<file path="src/rtl/ebsd_pkg.sv">
package ebsd_pkg;

   // default sizes
   localparam int CONSOLE_DEPTH_DEF = 256;
   localparam int DATA_DEPTH_DEF    = 1024;
   localparam int MAX_POP_DEF       = 64;

   // stream markers
   localparam logic [7:0] MARK_ENTER = 8'hFC;
   localparam logic [7:0] MARK_LEAVE = 8'hFD;
   localparam logic [7:0] CR_BYTE    = 8'h0D;

   // request kinds
   localparam logic [1:0] REQ_RX       = 2'd0;
   localparam logic [1:0] REQ_POP_CON  = 2'd1;
   localparam logic [1:0] REQ_POP_DATA = 2'd2;

   typedef struct packed {
      logic [1:0] req_type;
      logic [7:0] rx_byte;
      logic [6:0] pop_limit;
   } req_item_type;

   typedef struct packed {
      logic [7:0] out_byte;
      logic       byte_valid;
      logic       last;
      logic       console_added;
   } rsp_item_type;

   typedef enum logic [1:0] {
      ST_IDLE,
      ST_EXEC,
      ST_POP_OUT
   } state_type;

   // controller to datapath
   typedef struct packed {
      logic capture;
      logic rx_commit;
      logic empty_result;
      logic pop_start;
      logic pop_emit;
      logic pop_next;
   } cmd_type;

   // datapath to controller
   typedef struct packed {
      logic is_rx;
      logic is_pop;
      logic pop_none;
      logic last_one;
      logic out_free;
   } status_type;

endpackage

</file>
<file path="src/rtl/ebsd_ctrl.sv">
module ebsd_ctrl import ebsd_pkg::*; (
   input  logic       clock,
   input  logic       reset,
   input  logic       req_valid,
   output logic       req_ready,
   input  status_type status,
   output cmd_type    cmd
);

   state_type state_ff;
   state_type state_in;

   always_ff @(posedge clock) begin
      if (reset) begin
         state_ff <= ST_IDLE;
      end else begin
         state_ff <= state_in;
      end
   end

   // next state
   always_comb begin
      state_in = state_ff;
      case (state_ff)
         ST_IDLE: begin
            if (req_valid) begin
               state_in = ST_EXEC;
            end
         end
         ST_EXEC: begin
            if (status.is_pop && !status.pop_none) begin
               state_in = ST_POP_OUT;
            end else if (status.out_free) begin
               state_in = ST_IDLE;
            end
         end
         ST_POP_OUT: begin
            if (status.out_free && status.last_one) begin
               state_in = ST_IDLE;
            end
         end
         default: begin
            state_in = ST_IDLE;
         end
      endcase
   end

   // outputs
   always_comb begin
      cmd       = '0;
      req_ready = 1'b0;
      case (state_ff)
         ST_IDLE: begin
            req_ready   = 1'b1;
            cmd.capture = req_valid;
         end
         ST_EXEC: begin
            if (status.is_pop && !status.pop_none) begin
               cmd.pop_start = 1'b1;
            end else if (status.out_free) begin
               cmd.rx_commit    = status.is_rx;
               cmd.empty_result = !status.is_rx;
            end
         end
         ST_POP_OUT: begin
            if (status.out_free) begin
               cmd.pop_emit = 1'b1;
               cmd.pop_next = !status.last_one;
            end
         end
         default: begin
            cmd = '0;
         end
      endcase
   end

endmodule

</file>
<file path="config.mk">
export PLATFORM = sky130hd
export DESIGN_NAME = ebsd_ctrl
export DESIGN_NICKNAME = d
export VERILOG_FILES = /design/src/rtl/ebsd_pkg.sv /design/src/rtl/ebsd_ctrl.sv
export SDC_FILE = /design/constraint.sdc
export NUM_CORES = 1
export LEC_CHECK = 0
export BUFFER_PORTS_ARGS = -buffer_cell sky130_fd_sc_hd__clkbuf_2
export CAP_MARGIN = 20
export CELL_PAD_IN_SITES_DETAIL_PLACEMENT = 1
export CELL_PAD_IN_SITES_GLOBAL_PLACEMENT = 2
export CORE_AREA = 4 4 41 43
export DETAILED_ROUTE_END_ITERATION = 10
export DIE_AREA = 0 0 45 47
export PLACE_DENSITY_LB_ADDON = 0.1
export SYNTH_ARGS = -nofsm -noshare
export SYNTH_HDL_FRONTEND = slang
export SYNTH_SLANG_ARGS = --single-unit
</file>
<file path="constraint.sdc">
create_clock -name clock -period 1 [get_ports clock]
set_input_delay 0.3 -clock clock [delete_from_list [all_inputs] [get_ports clock]]
set_output_delay 0.3 -clock clock [all_outputs]
set_load 0.01 [all_outputs]
</file>
=== Word-level counts from Yosys, hierarchy flattened ===
Cells that the tools add are included.

* Flip-flop bits (word level): 2
* Bits in latches: 0
* Memory bits (writable): 0
* Bits in read-only memories: 0
* Output and inout port bits: 7
* Memories kept: 0

* Add/subtract/negate cells: 0
* Multipliers: 0
* Div/mod/pow operators: 0
* Order comparisons: 0
* Equality and inequality tests: 5
* Shift operators: 0
* Multiplexer cells: 13
* Bitwise gates (word level): 0
* Reduce and logical (&&, ||, !) cells: 7

{| class="wikitable"
|+ Operators by type and width
! operator !! count
|-
| 2-bit two-way mux || 8
|-
| 2-bit one-hot mux with 3 select lines || 1
|-
| 2-bit != test (second input constant) || 2
|-
| 1-bit logical NOT || 3
|-
| 1-bit two-way mux || 3
|-
| 3-bit two-way mux || 1
|-
| 3-bit != test (second input constant) || 1
|-
| 3-bit AND reduction || 1
|-
| 2-bit by 1-bit equality test with 1-bit output (second input constant) || 1
|-
| 2-bit equality test (second input constant) || 1
|-
| 1-bit logical AND || 2
|-
| 2-bit logical NOT || 1
|}

=== Longest topological paths before layout ===
* Depth after elaboration: 4
* Gate-level depth with buffers: 3
* Gate-level depth less buffers: 3

=== Least setup slack after synthesis ===
Ideal clock, no wire load.

* Path type: reg-to-output
* From: register state_ff[0]
* To: output port cmd[5] (netlist bit)
* Arrival: 0.747 ns
* Data required time: 0.700 ns
* Path slack: -0.047 ns
* Cell stages (with the launch flop): 3
* Path buffers: 0
* Path through: dfxtp_1 > nor2_1 > and2_1

{| class="wikitable"
|+ RTL lines
! element !! RTL line !! RTL
|-
| start: declaration || ebsd_ctrl.sv:10 || <nowiki>state_type state_ff;</nowiki>
|-
| start signal: assignment || ebsd_ctrl.sv:17 || <nowiki>state_ff <= state_in;</nowiki>
|-
| end: declaration || ebsd_ctrl.sv:7 || <nowiki>output cmd_type cmd</nowiki>
|}

==> impl_metrics.ini <==
[logic_synthesis]
ys_types = 12
avgSynthCellArea_sq_um = 6.88
synth_nets = 28
ys_ff_latch = 2
synth_cells = 20
ys_seq_area_share_pct = 29.1
synth-warning-count = 0
syn_area_sq_um = 138

[power_and_ir_drop]
total_leakage_power_uw = 0.000156
total_power_uw = 340
power_density_mw_per_mm2 = 1160
peakVddDrop_v = 0.000291

[placed_design]
io_buffers = 14
globalplace.congestion = 0.673
dp_hpwl_microns = 430

[critical_path]
r2r_end = state_ff[1]
required_ns = 0.70
timing.rr.start = state_ff[1]
path_class = reg2out
endpoint_kind = output port
crit_fanout = 6
reg2regPathDepth = 4
cp.arrival_ns = 1.01
crit_end = cmd[3]
start_kind = flop
cp-startpoint = state_ff[1]
r2r_slack_ns = -0.07

[clock_network]
cts_tree = built
clkTransAtPathRegs_ns = 0.03
clock_latency_ns = 0.22
hold_buffers = 0
cts-buffers-inserted = 3
cts.sinks = 2
clockBufferDepth = 2
htree_levels = 1
cts-root-buf = clkbuf_4
cts_setup_buffers = 0

[outcome]
run_status = complete, but fails checks
violations = setup timing

[die]
die_w_microns = 45
start_util_pct = 10.6
coreArea_sq_mm = 0.00130
ioPinCount = 15
die_h_microns = 47
die_area_sq_mm = 0.00212
row_count = 13

[sta]
rsz0062_at_grt = yes
setup_viol = 8
finalSetupTns_ns = -1.90
worstMarginPinSlew_ns = 0.167
finalClockSkew_ns = 0.00452
fin_ws_ns = -0.314
fmax_ghz = 0.761
fin_crit_sh_pct = 131
timing.slew.headroom_pct = 88.8
slew_violations = 0
min_period_ns = 1.31
finalHoldViolations = 0

[final_layout]
layout-drive-gt1-share_pct = 61.9
num_antenna_cells = 0
reg_top3 = state_ff (2)
finish.utilization_pct = 22.6
top_register = state_ff
synthToLayoutAreaGrowth_pct = 114
largest_reg_flops = 2
finalNetCount = 52

[global_routing]
grt_pass1_wl_microns = 800
gr-usage-all-layers_pct = 5.36
grt_pass1_vias = 191
antenna_found_initial = 0
grt_max_degree = 8
overflow = 0

[detailed_routing]
wl_per_cell_microns = 8.96
routed_wl_microns = 511
detail-route-antenna-nets = 0
drc = 0
via_per_inst = 4.00
vias = 228
dr.pass1.iters = 1
first_iter_violations = 0

[run]
drv_cap = 0

[worst_hold_path]
hold_path.class = in2reg
==> metrics by stage <==
stage,instance area [sq um],cells,hold slack (ns),setup slack [ns]
after CTS,294,57,0.245,-0.333
after global placement,267,54,0.480,-0.166
after detailed placement,267,54,0.488,-0.184
after floorplan,140,20,0.372,-0.0194
final,294,57,0.249,-0.314
after global routing,294,57,0.259,-0.361
==> cell usage after synthesis, drive strengths merged <==
master  n  area [sq um]
nor2    5          18.8
nand2   3          11.3
dfxtp   2          40.0
inv     2          7.51
a211oi  1          7.51
a31oi   1          6.26
and2    1          6.26
and4bb  1          12.5
nand2b  1          6.26
nand3b  1          7.51
nand4b  1          8.76
nor3    1          5.00
==> layer usage <==
layer / global-route usage [%] / vias up / part of all wire [%] / wire (microns)
met5: 0 / - / 0 / 0
met1: 6.32 / 106 / 42 / 215
met3: 1.53 / 0 / 9.0 / 46
li1: - / 113 / - / -
met2: 8.47 / 9 / 49 / 250
met4: 3.51 / 0 / 0 / 0
==> what timing repair did <==
| action | 4_1_cts | 5_1_grt |
|---|---|---|
| gates resized for setup | 3 | 3 |
| pin swaps | 1 | 2 |
| endpoints found under the setup margin | 8 | 8 |
==> worst min path at each step <==
stage	startpoint	end	slack (ns)	cells past startpoint
floorplan	reset	state_ff[1]	0.37	1
global route	reset	state_ff[0]	0.26	2
global placement	reset	state_ff[1]	0.48	2
finish	reset	state_ff[1]	0.25	2
CTS	reset	state_ff[1]	0.24	2
detailed placement	reset	state_ff[0]	0.49	2
==> cells in the final DEF, fill, tap and decap left out <==
master,synthesis,routed
nand3b_1,1,1
a211oi_1,1,1
clkbuf_2,0,11
buf_2,0,3
buf_4,0,5
nor2_1,5,4
dfxtp_2,0,1
dfxtp_4,0,1
inv_1,2,2
nand4b_1,1,1
clkbuf_4,0,3
nand2_1,3,3
and2_1,1,1
a31oi_1,1,1
nor3_1,1,1
nor2_2,0,1
and4bb_2,1,1
nand2b_1,1,1
==> final cells by class <==
cell class / count / area [sq um]
clock buffers: 3 / 22.5
well taps: 15 / 18.8
repair buffers: 19 / 108
fillers: 175 / 1010
multi-input cells: 16 / 92.6
flip-flops and latches: 2 / 45.0
inverters: 2 / 7.51
==> critical path: stages (launching register included) <==
cell and delay [ns]:
dfxtp_2 0.34, nand4b_1 0.20, nor2_1 0.12, buf_2 0.13
==> power breakdown <==
| group | switching (uW) | leakage, uW | internal, uW |
|---|---|---|---|
| combinational | 30.9 | 0.000125 | 42.7 |
| clock | 41.5 | 0.0000138 | 132 |
| sequential | 8.31 | 0.0000175 | 84.8 |
==> logic make-up after synthesis <==
logic type / Yosys count / synth area share, %
buf+inv: 2 / 5.46
flops: 2 / 29.1
compound gates: 2 / 10.0
simple gates: 14 / 55.5
(Power assumes the default switching activity.)
